## config.mk

```make
export PLATFORM = sky130hd
export DESIGN_NAME = pmt_self_trigger_discriminator_flat
export DESIGN_NICKNAME = d
export VERILOG_FILES = /design/src/rtl/core/pstd_pkg.sv /design/src/rtl/core/pstd_if.sv /design/src/rtl/core/pstd_front.sv /design/src/rtl/core/pstd_queue.sv /design/src/rtl/core/pstd_back.sv /design/src/rtl/core/pmt_self_trigger_discriminator.sv /design/src/flat_wrapper.sv
export SDC_FILE = /design/constraint.sdc
export NUM_CORES = 1
export LEC_CHECK = 0
export BUFFER_PORTS_ARGS = -buffer_cell sky130_fd_sc_hd__buf_2
export CELL_PAD_IN_SITES_DETAIL_PLACEMENT = 1
export CELL_PAD_IN_SITES_GLOBAL_PLACEMENT = 1
export CORE_MARGIN = 1
export CORE_UTILIZATION = 50
export CTS_CLUSTER_DIAMETER = 30
export DETAILED_ROUTE_END_ITERATION = 7
export GPL_TIMING_DRIVEN = 0
export PLACE_DENSITY = 0.81
export SLEW_MARGIN = 20
export SYNTH_ARGS = -nofsm -noshare
export SYNTH_HDL_FRONTEND = slang
export SYNTH_SLANG_ARGS = --single-unit
```

## constraint.sdc

```tcl
create_clock -name clk -period 10.4 [get_ports clk]
set_clock_uncertainty 0.15 [all_clocks]
set_input_delay 1.04 -clock clk [delete_from_list [all_inputs] [get_ports clk]]
set_output_delay 1.04 -clock clk [all_outputs]
set_load 0.005 [all_outputs]
```

## src/rtl/core/pstd_pkg.sv

```systemverilog
`timescale 1ns / 1ps
package pstd_pkg;

  // Default sizes for the top-level parameters
  localparam int ADC_BITS_DEF   = 14;
  localparam int INDEX_BITS_DEF = 24;

  // Fixed field widths
  localparam int BASE_W   = 14;
  localparam int THR_W    = 14;
  localparam int WIN_W    = 16;
  localparam int TICK_W   = 24;
  localparam int CFG_IDX_W  = 3;
  localparam int CFG_DATA_W = 16;

  // Register indexes of the configuration port
  localparam logic [CFG_IDX_W-1:0] REG_ALGO_MODE   = 3'd0;
  localparam logic [CFG_IDX_W-1:0] REG_NEG_POL     = 3'd1;
  localparam logic [CFG_IDX_W-1:0] REG_BASELINE    = 3'd2;
  localparam logic [CFG_IDX_W-1:0] REG_THRESHOLD   = 3'd3;
  localparam logic [CFG_IDX_W-1:0] REG_WINDOW      = 3'd4;

  // Discrimination modes
  localparam logic MODE_ABOVE = 1'b0;
  localparam logic MODE_CROSS = 1'b1;

  // Reset values of the registers
  localparam logic [WIN_W-1:0] WINDOW_RST = 16'd5000;

  // Depth of the queue between front and back
  localparam int QUEUE_DEPTH = 4;

  typedef struct packed {
    logic             algo_mode;
    logic             negative_polarity;
    logic [BASE_W-1:0] baseline_level;
    logic [THR_W-1:0]  threshold_counts;
    logic [WIN_W-1:0]  window_length;
  } pstd_cfg_t;

  // One queue entry: the one or two triggers caused by a sample
  typedef struct packed {
    logic [TICK_W-1:0] tick0;
    logic [TICK_W-1:0] tick1;
    logic              two;
  } pstd_entry_t;

endpackage

```

## src/rtl/core/pstd_if.sv

```systemverilog
`timescale 1ns / 1ps
interface pstd_sample_if #(
  parameter int ADC_BITS = pstd_pkg::ADC_BITS_DEF
);
  logic                valid;
  logic                ready;
  logic [ADC_BITS-1:0] adc_sample;
  logic                end_of_waveform;

  modport source (output valid, output adc_sample, output end_of_waveform, input ready);
  modport sink   (input valid, input adc_sample, input end_of_waveform, output ready);
endinterface

interface pstd_trigger_if;
  logic                      valid;
  logic                      ready;
  logic [pstd_pkg::TICK_W-1:0] trigger_tick;
  logic                      last_of_run;

  modport source (output valid, output trigger_tick, output last_of_run, input ready);
  modport sink   (input valid, input trigger_tick, input last_of_run, output ready);
endinterface

```

## src/rtl/core/pstd_front.sv

```systemverilog
`timescale 1ns / 1ps
module pstd_front
  import pstd_pkg::*;
#(
  parameter int ADC_BITS   = ADC_BITS_DEF,
  parameter int INDEX_BITS = INDEX_BITS_DEF
) (
  input  logic        clk,
  input  logic        rst,
  input  pstd_cfg_t   cfg,
  pstd_sample_if.sink samples,
  input  logic        q_full,
  output logic        q_push,
  output pstd_entry_t q_data
);

  localparam int SW = ((ADC_BITS > BASE_W) ? ADC_BITS : BASE_W) + 2;
  localparam int PW = ((INDEX_BITS > WIN_W) ? INDEX_BITS : WIN_W) + 1;
  localparam int XW = (PW > TICK_W) ? PW : TICK_W;

  logic [INDEX_BITS-1:0] sample_index;
  logic                  region_open;
  logic [INDEX_BITS-1:0] last_extension;
  logic [PW-1:0]         pending_trigger;
  logic                  region_extended;

  logic [INDEX_BITS-1:0] sample_index_next;
  logic                  region_open_next;
  logic [INDEX_BITS-1:0] last_extension_next;
  logic [PW-1:0]         pending_trigger_next;
  logic                  region_extended_next;

  logic signed [SW-1:0] diff, val, thr;
  logic                 ge, gt, eow, accept;
  logic [PW-1:0]        w, i_x, le_x;
  logic                 emit_a, emit_b, emit_c;
  logic [PW-1:0]        tick_a, tick_c, sel0, sel1;
  logic [XW-1:0]        sel0_x, sel1_x;

  assign accept = samples.valid && samples.ready;
  assign samples.ready = !q_full;
  assign eow = samples.end_of_waveform;

  assign diff = $signed(SW'(samples.adc_sample)) - $signed(SW'(cfg.baseline_level));
  assign val  = cfg.negative_polarity ? -diff : diff;
  assign thr  = $signed(SW'(cfg.threshold_counts));
  assign ge   = (val >= thr);
  assign gt   = (val > thr);

  // zero window acts as one sample
  assign w    = (cfg.window_length == '0) ? PW'(1) : PW'(cfg.window_length);
  assign i_x  = PW'(sample_index);
  assign le_x = PW'(last_extension);

  always_comb begin
    logic                  ro;
    logic                  ext;
    logic [INDEX_BITS-1:0] le;
    logic [PW-1:0]         pend;
    ro     = region_open;
    ext    = region_extended;
    le     = last_extension;
    pend   = pending_trigger;
    emit_a = 1'b0;
    emit_b = 1'b0;
    emit_c = 1'b0;
    tick_a = pending_trigger;
    if (cfg.algo_mode == MODE_CROSS) begin
      emit_b = !region_open && ge;
      ro     = ge && !eow;
    end else begin
      // extend, window-spaced trigger, or gap close of the old region
      if (region_open) begin
        if (gt) begin
          le  = sample_index;
          ext = 1'b1;
          if (pending_trigger < i_x) begin
            emit_a = 1'b1;
            pend   = pending_trigger + w;
          end
        end else if (i_x >= le_x + w) begin
          emit_a = region_extended;
          tick_a = le_x;
          ro     = 1'b0;
        end
      end
      // region start
      if (!ro && ge) begin
        ro     = 1'b1;
        ext    = 1'b0;
        le     = sample_index;
        pend   = i_x + w;
        emit_b = 1'b1;
      end
      // end-of-waveform close
      if (eow && ro) begin
        emit_c = ext;
        ro     = 1'b0;
        ext    = 1'b0;
      end
    end
    tick_c               = PW'(le);
    region_open_next     = ro;
    region_extended_next = ext;
    last_extension_next  = le;
    pending_trigger_next = pend;
  end

  always_comb begin
    if (emit_a) begin
      sel0 = tick_a;
    end else if (emit_b) begin
      sel0 = i_x;
    end else begin
      sel0 = tick_c;
    end
    if (emit_a && emit_b) begin
      sel1 = i_x;
    end else begin
      sel1 = tick_c;
    end
  end

  assign sel0_x = XW'(sel0);
  assign sel1_x = XW'(sel1);

  assign q_push       = accept && (emit_a || emit_b || emit_c);
  assign q_data.tick0 = sel0_x[TICK_W-1:0];
  assign q_data.tick1 = sel1_x[TICK_W-1:0];
  assign q_data.two   = (emit_a && emit_b) || (emit_a && emit_c) || (emit_b && emit_c);

  always_comb begin
    if (eow) begin
      sample_index_next = '0;
    end else if (sample_index != {INDEX_BITS{1'b1}}) begin
      sample_index_next = sample_index + INDEX_BITS'(1);
    end else begin
      sample_index_next = sample_index;
    end
  end

  always_ff @(posedge clk) begin
    if (rst) begin
      sample_index    <= '0;
      region_open     <= 1'b0;
      last_extension  <= '0;
      pending_trigger <= '0;
      region_extended <= 1'b0;
    end else if (accept) begin
      sample_index    <= sample_index_next;
      region_open     <= region_open_next;
      last_extension  <= last_extension_next;
      pending_trigger <= pending_trigger_next;
      region_extended <= region_extended_next;
    end
  end

endmodule

```

## src/rtl/core/pstd_queue.sv

```systemverilog
`timescale 1ns / 1ps
module pstd_queue
  import pstd_pkg::*;
(
  input  logic        clk,
  input  logic        rst,
  input  logic        push,
  input  pstd_entry_t push_data,
  output logic        full,
  input  logic        pop,
  output pstd_entry_t head,
  output logic        empty
);

  localparam int PTR_W = $clog2(QUEUE_DEPTH);
  localparam int CNT_W = $clog2(QUEUE_DEPTH + 1);

  pstd_entry_t        slots [QUEUE_DEPTH];
  logic [PTR_W-1:0]   wr_ptr, rd_ptr;
  logic [CNT_W-1:0]   count;
  logic               do_push, do_pop;

  assign full    = (count == CNT_W'(QUEUE_DEPTH));
  assign empty   = (count == '0);
  assign do_push = push && !full;
  assign do_pop  = pop && !empty;
  assign head    = slots[rd_ptr];

  always_ff @(posedge clk) begin
    if (do_push) begin
      slots[wr_ptr] <= push_data;
    end
  end

  always_ff @(posedge clk) begin
    if (rst) begin
      wr_ptr <= '0;
      rd_ptr <= '0;
      count  <= '0;
    end else begin
      if (do_push) begin
        wr_ptr <= wr_ptr + PTR_W'(1);
      end
      if (do_pop) begin
        rd_ptr <= rd_ptr + PTR_W'(1);
      end
      case ({do_push, do_pop})
        2'b10:   count <= count + CNT_W'(1);
        2'b01:   count <= count - CNT_W'(1);
        default: count <= count;
      endcase
    end
  end

endmodule

```

## src/rtl/core/pstd_back.sv

```systemverilog
`timescale 1ns / 1ps
module pstd_back
  import pstd_pkg::*;
(
  input  logic          clk,
  input  logic          rst,
  input  logic          q_empty,
  input  pstd_entry_t   q_head,
  output logic          q_pop,
  pstd_trigger_if.source triggers
);

  logic              out_valid;
  logic [TICK_W-1:0] out_tick;
  logic              out_last;
  logic              second;   // next result is the second of a two-trigger entry
  logic              load, take, is_last;

  assign load    = !out_valid || triggers.ready;
  assign take    = load && !q_empty;
  assign is_last = !q_head.two || second;
  assign q_pop   = take && is_last;

  assign triggers.valid        = out_valid;
  assign triggers.trigger_tick = out_tick;
  assign triggers.last_of_run  = out_last;

  always_ff @(posedge clk) begin
    if (take) begin
      out_tick <= second ? q_head.tick1 : q_head.tick0;
      out_last <= is_last;
    end
  end

  always_ff @(posedge clk) begin
    if (rst) begin
      out_valid <= 1'b0;
      second    <= 1'b0;
    end else if (load) begin
      out_valid <= !q_empty;
      if (take) begin
        second <= !is_last;
      end
    end
  end

endmodule

```

## src/rtl/core/pmt_self_trigger_discriminator.sv

```systemverilog
`timescale 1ns / 1ps
// Self-trigger threshold discriminator for one digitizer channel.
// samples (valid/ready): one ADC sample per transaction, end_of_waveform on the
//   last sample of a waveform; it also returns the sample index to zero.
// triggers (valid/ready): trigger sample indices, last_of_run set on the final
//   trigger caused by a given sample. A sample causes zero, one or two triggers.
// cfg_we/cfg_index/cfg_wdata: register writes, applied from the next sample on;
//   indexes beyond the register list are dropped. Write only while idle.
// Throughput: one sample per cycle while the queue is not full. A trigger enters
//   the queue at the edge that takes its sample and moves on to the output register
//   once that register is free, from which it is offered to the receiver.
//   A sample causing two triggers occupies the output register for both of them,
//   since the single output register drains one trigger per cycle while ready is
//   high; the four-entry queue absorbs such bursts, and a steady run of them holds
//   the samples back to the pace at which the output drains.
// Back-pressure: while the receiver holds ready low the queue fills and then
//   samples ready drops; samples with no trigger still pass while space remains.
// Reset (rst, synchronous): registers return to their defaults (above mode,
//   negative polarity, window 5000), region state and sample index clear, the
//   queue and output register empty.
module pmt_self_trigger_discriminator
  import pstd_pkg::*;
#(
  parameter int ADC_BITS   = ADC_BITS_DEF,
  parameter int INDEX_BITS = INDEX_BITS_DEF
) (
  input  logic                  clk,
  input  logic                  rst,
  input  logic                  cfg_we,
  input  logic [CFG_IDX_W-1:0]  cfg_index,
  input  logic [CFG_DATA_W-1:0] cfg_wdata,
  pstd_sample_if.sink           samples,
  pstd_trigger_if.source        triggers
);

  pstd_cfg_t   cfg;
  logic        q_full, q_push, q_pop, q_empty;
  pstd_entry_t q_data, q_head;

  // configuration registers
  always_ff @(posedge clk) begin
    if (rst) begin
      cfg.algo_mode         <= MODE_ABOVE;
      cfg.negative_polarity <= 1'b1;
      cfg.baseline_level    <= '0;
      cfg.threshold_counts  <= '0;
      cfg.window_length     <= WINDOW_RST;
    end else if (cfg_we) begin
      unique case (cfg_index)
        REG_ALGO_MODE:  cfg.algo_mode         <= cfg_wdata[0];
        REG_NEG_POL:    cfg.negative_polarity <= cfg_wdata[0];
        REG_BASELINE:   cfg.baseline_level    <= cfg_wdata[BASE_W-1:0];
        REG_THRESHOLD:  cfg.threshold_counts  <= cfg_wdata[THR_W-1:0];
        REG_WINDOW:     cfg.window_length     <= cfg_wdata[WIN_W-1:0];
        default: ;
      endcase
    end
  end

  // front: discrimination, region tracking, trigger selection
  pstd_front #(
    .ADC_BITS   (ADC_BITS),
    .INDEX_BITS (INDEX_BITS)
  ) u_front (
    .clk     (clk),
    .rst     (rst),
    .cfg     (cfg),
    .samples (samples),
    .q_full  (q_full),
    .q_push  (q_push),
    .q_data  (q_data)
  );

  // decouples the sample side from the trigger side
  pstd_queue u_queue (
    .clk       (clk),
    .rst       (rst),
    .push      (q_push),
    .push_data (q_data),
    .full      (q_full),
    .pop       (q_pop),
    .head      (q_head),
    .empty     (q_empty)
  );

  // back: splits entries into single triggers, holds the output register
  pstd_back u_back (
    .clk      (clk),
    .rst      (rst),
    .q_empty  (q_empty),
    .q_head   (q_head),
    .q_pop    (q_pop),
    .triggers (triggers)
  );

endmodule

```

## src/flat_wrapper.sv

```systemverilog
// flat-port wrapper written by rule: the top's interface ports become plain ports
module pmt_self_trigger_discriminator_flat import pstd_pkg::*;
#(
  parameter int ADC_BITS   = ADC_BITS_DEF,
  parameter int INDEX_BITS = INDEX_BITS_DEF
)
  (clk, rst, cfg_we, cfg_index, cfg_wdata, samples_valid, samples_adc_sample, samples_end_of_waveform, samples_ready, triggers_valid, triggers_trigger_tick, triggers_last_of_run, triggers_ready);
  pstd_sample_if #(.ADC_BITS(ADC_BITS)) samples_i ();
  pstd_trigger_if triggers_i ();
  input  logic clk;
  input  logic rst;
  input  logic cfg_we;
  input  logic [CFG_IDX_W-1:0] cfg_index;
  input  logic [CFG_DATA_W-1:0] cfg_wdata;
  input wire logic [$bits(samples_i.valid)-1:0] samples_valid;
  input wire logic [$bits(samples_i.adc_sample)-1:0] samples_adc_sample;
  input wire logic [$bits(samples_i.end_of_waveform)-1:0] samples_end_of_waveform;
  output wire logic [$bits(samples_i.ready)-1:0] samples_ready;
  output wire logic [$bits(triggers_i.valid)-1:0] triggers_valid;
  output wire logic [$bits(triggers_i.trigger_tick)-1:0] triggers_trigger_tick;
  output wire logic [$bits(triggers_i.last_of_run)-1:0] triggers_last_of_run;
  input wire logic [$bits(triggers_i.ready)-1:0] triggers_ready;
  assign samples_i.valid = samples_valid;
  assign samples_i.adc_sample = samples_adc_sample;
  assign samples_i.end_of_waveform = samples_end_of_waveform;
  assign samples_ready = samples_i.ready;
  assign triggers_valid = triggers_i.valid;
  assign triggers_trigger_tick = triggers_i.trigger_tick;
  assign triggers_last_of_run = triggers_i.last_of_run;
  assign triggers_i.ready = triggers_ready;
  pmt_self_trigger_discriminator #(.ADC_BITS(ADC_BITS), .INDEX_BITS(INDEX_BITS)) u_core (.clk(clk), .rst(rst), .cfg_we(cfg_we), .cfg_index(cfg_index), .cfg_wdata(cfg_wdata), .samples(samples_i), .triggers(triggers_i));
endmodule
```

==> Word-level counts from Yosys, hierarchy flattened <==
Memory sizes are Yosys's and may differ from the RTL's. A register that Yosys moved wholly into a read port is not among the register bits.
Index checks and enable logic that the tools add are counted.
{ "word_totals": {"register_bits": 155, "latch_bits": 0, "ram_bits": 196, "romBits": 0, "out_inout_bits": 27, "elab_cells": 131, "memories": 1} }
{ "op_classes": {"n_addsub": 10, "mul": 0, "div": 0, "n_lt_le_gt_ge": 4, "n_eq_ne": 8, "n_shift": 0, "n_mux": 46, "bitwise": 1, "reduce_logical": 44} }
{ "memory_table": {"columns": ["memory", "words", "word_bits", "read_ports", "rd_clocked_by_memory_dff", "write_ports", "line_no", "text"], "rows": [
  ["u_core.u_queue.slots", 4, 49, 1, 1, 1, "pstd_queue.sv:18", "pstd_entry_t slots [QUEUE_DEPTH];"]
]} }
{ "ops": {"columns": ["operator", "n"], "rows": [
  ["$mux 24", 14],
  ["$mux 25", 4],
  ["$add 24x16->25", 2],
  ["$mux 16", 2],
  ["$add 25x16->25", 1],
  ["$ge 24x25->1", 1],
  ["$lt 25x24->1", 1],
  ["$add 24x1->24 const B", 1],
  ["$ne 24x24->1 const B", 1],
  ["$mux 1", 23],
  ["$ge 16x15->1", 1],
  ["$gt 16x15->1", 1],
  ["$logic_not 16->1", 1],
  ["$neg 15->16", 1],
  ["$reduce_and 2->1", 8],
  ["$sub 14x14->15", 1],
  ["$logic_and 1x1->1", 13],
  ["$reduce_bool 2->1", 5],
  ["$logic_not 1->1", 8],
  ["$eq 3x2->1 const B", 2],
  ["$eq 3x3->1 const B", 2],
  ["$logic_not 3->1", 2],
  ["$logic_or 1x1->1", 6],
  ["$pmux 3 s2", 1],
  ["9 further kinds", 11]
]} }

==> Logic depth before layout (Yosys ltp) <==
{ "depth": {"depth_word": 20, "ltp_mapped": 49, "depth_no_buf": 45} }

==> Cells and area by module <==
A second synthesis with hierarchy kept.
{ "hier_totals": {"cells_unflattened": 1737, "area_unflattened_um2": 19692.6} }
{ "modules_own_cells": {"columns": ["module", "n_inst", "cells_per_inst", "area_each_um2"], "rows": [
  ["pstd_front", 1, 1185, 9075.0],
  ["pstd_queue", 1, 310, 7562.3],
  ["pmt_self_trigger_discriminator", 1, 179, 1918.1],
  ["pstd_back", 1, 63, 1137.3]
]} }

==> Worst setup path before layout <==
OpenSTA, ideal clock, no wires.
{ "synth_timing": {"kind": "register to register", "startpoint": "reg u_core.cfg[3] (netlist name)", "endpoint": "reg u_core.u_front.pending_trigger[12]", "setup_time_ns": 0.122, "arrival_ns": 8.917, "required_ns": 10.128, "slack_ns": 1.211, "path_stages_with_launch": 45, "path_buffers": 4, "period_less_slack_ns": 9.189, "path_cell_list": "dfxtp_1 > clkbuf_1 > nor4_1 > a41o_1 > ha_1 > a21o_1 > maj3_1 > maj3_1 > a21oi_1 > o21bai_1 > a21oi_1 > o21bai_1 > a21oi_1 > o21bai_1 > a21oi_1 > o21bai_1 > a41o_1 > nor2_1 > (+9 left out) > a21o_1 > or3_4 > o2bb2ai_2 > clkbuf_1 > buf_1 > buf_1 > nand2_1 > o21ai_0 > ha_1 > fa_1 > o21ai_0 > a211oi_1 > a2111oi_2 > o21bai_2 > a21oi_1 > nor4b_2 > nor3_1 > a311o_1"} }
{ "synth_via": {"elab_chain_len": 12} }
{ "synth_lines": {"columns": ["item", "line_no", "text"], "rows": [
  ["$logic_not 16->1", "pstd_front.sv:51", "assign w = (cfg.window_length == '0) ? PW'(1) : PW'(cfg.window_length);"],
  ["$mux 16 (*)", "pstd_front.sv:51", null],
  ["$add 24x16->25", "pstd_front.sv:81", "end else if (i_x >= le_x + w) begin"],
  ["$ge 24x25->1", "pstd_front.sv:81", null],
  ["$mux 1", "pstd_front.sv:81", null],
  ["$mux 1", "pstd_front.sv:74", "if (gt) begin"],
  ["$mux 1", "pstd_front.sv:73", "if (region_open) begin"],
  ["$mux 1", "pstd_front.sv:68", "if (cfg.algo_mode == MODE_CROSS) begin"],
  ["$logic_not 1->1", "pstd_front.sv:88", "if (!ro && ge) begin"],
  ["$logic_and 1x1->1", "pstd_front.sv:88", null],
  ["$reduce_bool 2->1 (no source line)", null, null],
  ["$reduce_and 5->1 (no source line)", null, null],
  ["end signal, assigned", "pstd_front.sv:153", "pending_trigger <= pending_trigger_next;"],
  ["end, declared", "pstd_front.sv:24", "logic [PW-1:0] pending_trigger;"]
]} }
Every way passes the cells marked *; elsewhere a longest branch is shown, timed or not. The select of a mux whose other input is x is not followed.
A chain may end at the register's enable or synchronous reset.

==> Worst setup path after layout <==
{ "layout_timing": {"startpoint": "reg u_core.cfg[3] (netlist name)", "endpoint": "reg u_core.u_front.pending_trigger[23]"} }
{ "layout_via": {"elab_chain_len": 12} }
{ "layout_lines": {"columns": ["item", "line_no"], "rows": [
  ["$logic_not 16->1", "pstd_front.sv:51"],
  ["$mux 16 (*)", "pstd_front.sv:51"],
  ["$add 24x16->25", "pstd_front.sv:81"],
  ["$ge 24x25->1", "pstd_front.sv:81"],
  ["$mux 1", "pstd_front.sv:81"],
  ["$mux 1", "pstd_front.sv:74"],
  ["$mux 1", "pstd_front.sv:73"],
  ["$mux 1", "pstd_front.sv:68"],
  ["$logic_not 1->1", "pstd_front.sv:88"],
  ["$logic_and 1x1->1", "pstd_front.sv:88"],
  ["$reduce_bool 2->1 (no source line)", null],
  ["$reduce_and 5->1 (no source line)", null]
]} }
Marked as above.

==> impl_metrics.json <==
{
  "status": "finished clean",
  "rsz0062_at_grt": "no",
  "cp.required_ns": 10.73,
  "antenna_found_initial": 1,
  "grt-ovfl-total": 0,
  "place_congestion": 0.922,
  "p_sw_mw": 1.51,
  "finalCritPeriodShare_pct": 95.6,
  "whs_ns": 0.309,
  "worst_pin_slew_ns": 1.03,
  "layout-area-overhead-vs-synth_pct": 18.7,
  "start_util_pct": 51.2,
  "synth_edf_count": 221,
  "hold_path.class": "reg -> reg",
  "drv_cap": 0,
  "slew_viol_final": 0,
  "die_w_microns": 199,
  "ys_ff_latch": 353,
  "final_common_cell": "nand2_1",
  "hold-path-endpoint": "u_core.cfg[32]",
  "grt_pass1_wl_microns": 96000,
  "row_count": 71,
  "p_leak_nw": 8.65,
  "worstRegToRegCells": 43,
  "synth.area.top_cells": "edfxtp_1 (34%), dfxtp_1 (14%), ha_1 (7.1%)",
  "critPathSlowestCell": "or4_1",
  "synth_area_per_cell_sq_um": 10.4,
  "peakVddDrop_mv": 0.111,
  "cts_root_buf": "clkbuf_16",
  "finalSetupViolations": 0,
  "grt_pass1_vias": 16631,
  "clockBufferDepth": 3,
  "power_density_mw_per_mm2": 219,
  "fmax_mhz": 101,
  "routed_via_density": 6.13,
  "drtIter0Drc": 1200,
  "cts_buffers": 73,
  "ys_seq_area_share_pct": 47.8,
  "io_pins": 66,
  "final_layout_size_suffix_gt1_share_pct": 14.8,
  "synth_area_sq_mm": 0.0194,
  "routed_wl_microns": 62600,
  "fillCellCount": 4029,
  "max_stage_delay_ns": 0.57,
  "finalHoldViolCount": 0,
  "p_sw_share_pct": 30.0,
  "timing.rr.start": "u_core.cfg[3]",
  "rrSetupSlack_ns": 0.45,
  "cts.clk_slew.worst_paths_ns": 0.05,
  "h-tree-depth": 3,
  "clock_latency_ns": 0.60,
  "yosys.area.top_type": "edfxtp_1",
  "wl_per_cell_microns": 24.3,
  "ant_nets": 0,
  "dp_hpwl_microns": 44100,
  "setup.worst_path.end_class": "register",
  "crit_fanout": 19,
  "final_cell_area_sq_mm": 0.0231,
  "placeableCoreArea_sq_mm": 0.0379,
  "synthCells": 1863,
  "p_int_mw": 3.53,
  "synth_cell_types": 93,
  "pwr-share-comb_pct": 19.5,
  "cp_data_arrival_time_ns": 10.27,
  "slew_headroom_pct": 31.3,
  "cts_tree": "yes",
  "numPortBuffers": 65,
  "drcViolationCount": 0,
  "ys.warnings.count": 0,
  "layout_common_cells": "nand2_1 (270), edfxtp_1 (221), dfxtp_1 (130)",
  "via_count": 15790,
  "syn-num-nets": 2016,
  "drt_first_pass_iters": 5,
  "holdBufCountCts": 0,
  "worstHoldStart": "u_core.cfg[32]",
  "grt_max_degree": 47,
  "synthArstFlopShare_pct": 0,
  "clkPwrFrac_pct": 45.9,
  "die-area_sq_mm": 0.0396,
  "die_y_microns": 199,
  "holdPathStages": 2,
  "ys.flop_type": "edfxtp_1",
  "finalCriticalPeriod_ns": 9.95,
  "layout.nets": 2160,
  "numClockSinks": 353,
  "worstSetupPathType": "reg -> reg",
  "track_usage_pct": 32.3,
  "crit-reg2reg-capture": "u_core.u_front.pending_trigger[23]",
  "place_area_sq_mm": 0.0205,
  "seq_power_share_pct": 34.6,
  "crit_path_start_kind": "register",
  "yosysTopAreaCellShare_pct": 34.2
}
synthesized netlist by cell type, types with 49 or more instances:
library cell and count:
a21oi_1 118, clkbuf_1 77, dfxtp_1 132, edfxtp_1 221, ha_1 110, inv_1 96
mux2i_1 58, mux4_2 49, nand2_1 270, nor2_1 121, o21ai_0 79, xnor2_1 62
power groups by stage:
stage | registers, mW | clock network [mW] | logic, mW
after CTS | 1.75 | 2.33 | 0.972
after global placement | 1.76 | 0 | 0.883
after global routing | 1.76 | 2.39 | 1.07
after floorplan | 1.75 | 0 | 0.613
after detailed placement | 1.77 | 0 | 0.940
final | 1.75 | 2.31 | 0.984
repair_timing:
item                       in CTS  in global routing
pin swaps                       1                  0
resized for setup               8                 21
buffers inserted                1                  1
setup endpoints to repair      21                 22
flip-flops by register name, summed over array words and instances, names as in the netlist, named ones only:
register                             flops
u_core.u_back.triggers.last_of_run       1
u_core.u_queue.rd_ptr                    2
u_core.u_front.pending_trigger          25
u_core.u_back.triggers.trigger_tick     24
u_core.u_back.second                     1
u_core.u_back.triggers.valid             1
u_core.cfg                              46
u_core.u_queue.slots                   196
u_core.u_front.region_extended           1
u_core.u_front.region_open               1
u_core.u_queue.wr_ptr                    2
u_core.u_front.last_extension           24
u_core.u_queue.count                     3
u_core.u_front.sample_index             24
layer usage:
layer,part of all wire [%],up-vias,global-route usage [%]
met5,0,-,0
met4,2.7,0,12.2
met3,5.9,116,5.30
met2,50,608,55.2
met1,42,7956,40.8
li1,-,7110,-
layout make-up:
class | count | area [sq um] | share of cell area [%]
Multi-Input combinational cell | 1311 | 9460 | 41.0
Sequential cell | 353 | 9280 | 40.2
Clock buffer | 86 | 1940 | 8.40
Tap cell | 511 | 639 | 2.77
Clock inverter | 46 | 514 | 2.23
Timing Repair Buffer | 71 | 450 | 1.95
Buffer | 98 | 405 | 1.76
Inverter | 99 | 372 | 1.61
Antenna cell | 1 | 2.50 | 0.0109
worst max-delay path, delay by kind of cell (launching register included):
family | cells | cell delay [ns]
adders and majority gates | 5 | 1.63
buffers and inverters | 3 | 0.57
AOI/OAI and AO/OA | 25 | 5.06
xor gates and xnor gates | 1 | 0.13
and+or+nand+nor | 9 | 1.89
DFF | 1 | 0.36
worst max path at each step:
stage	startpoint	to	slack [ns]	cells past startpoint
after floorplan	u_core.cfg[3]	u_core.u_front.pending_trigger[12]	1.21	44
after global placement	u_core.cfg[3]	u_core.u_queue.slots[1][44]	-0.85	32
after detailed placement	u_core.cfg[3]	u_core.u_front.pending_trigger[22]	-0.76	49
after CTS	u_core.cfg[3]	u_core.u_front.pending_trigger[19]	0.01	41
after global routing	u_core.cfg[3]	u_core.u_front.pending_trigger[23]	0.005	43
final	u_core.cfg[3]	u_core.u_front.pending_trigger[23]	0.45	43
metrics by stage:
stage / TNS [ns] / setup WS [ns] / power [mW] / std cells / utilization [%]
final: 0 / 0.453 / 5.04 / 2576 / 60.8
after floorplan: 0 / 1.21 / 2.37 / 1863 / -
after global placement: -169.29 / -0.847 / 2.64 / 2439 / 53.7
after detailed placement: -10.46 / -0.760 / 2.71 / 2443 / 54.1
after global routing: 0 / 0.00510 / 5.22 / 2575 / 60.8
after CTS: 0 / 0.0117 / 5.05 / 2574 / 60.6
kinds of logic after synthesis:
group / count (synthesis) / share of synthesized area [%]
and+or+nand+nor: 601 / 14.5
AOI/OAI and AO/OA: 396 / 13.3
muxes: 114 / 9.08
xor gates and xnor gates: 81 / 3.65
adders and majority gates: 119 / 7.76
buffers and inverters: 199 / 3.93
DFF: 353 / 47.8
No activity file was read; power rests on OpenSTA's default activity.
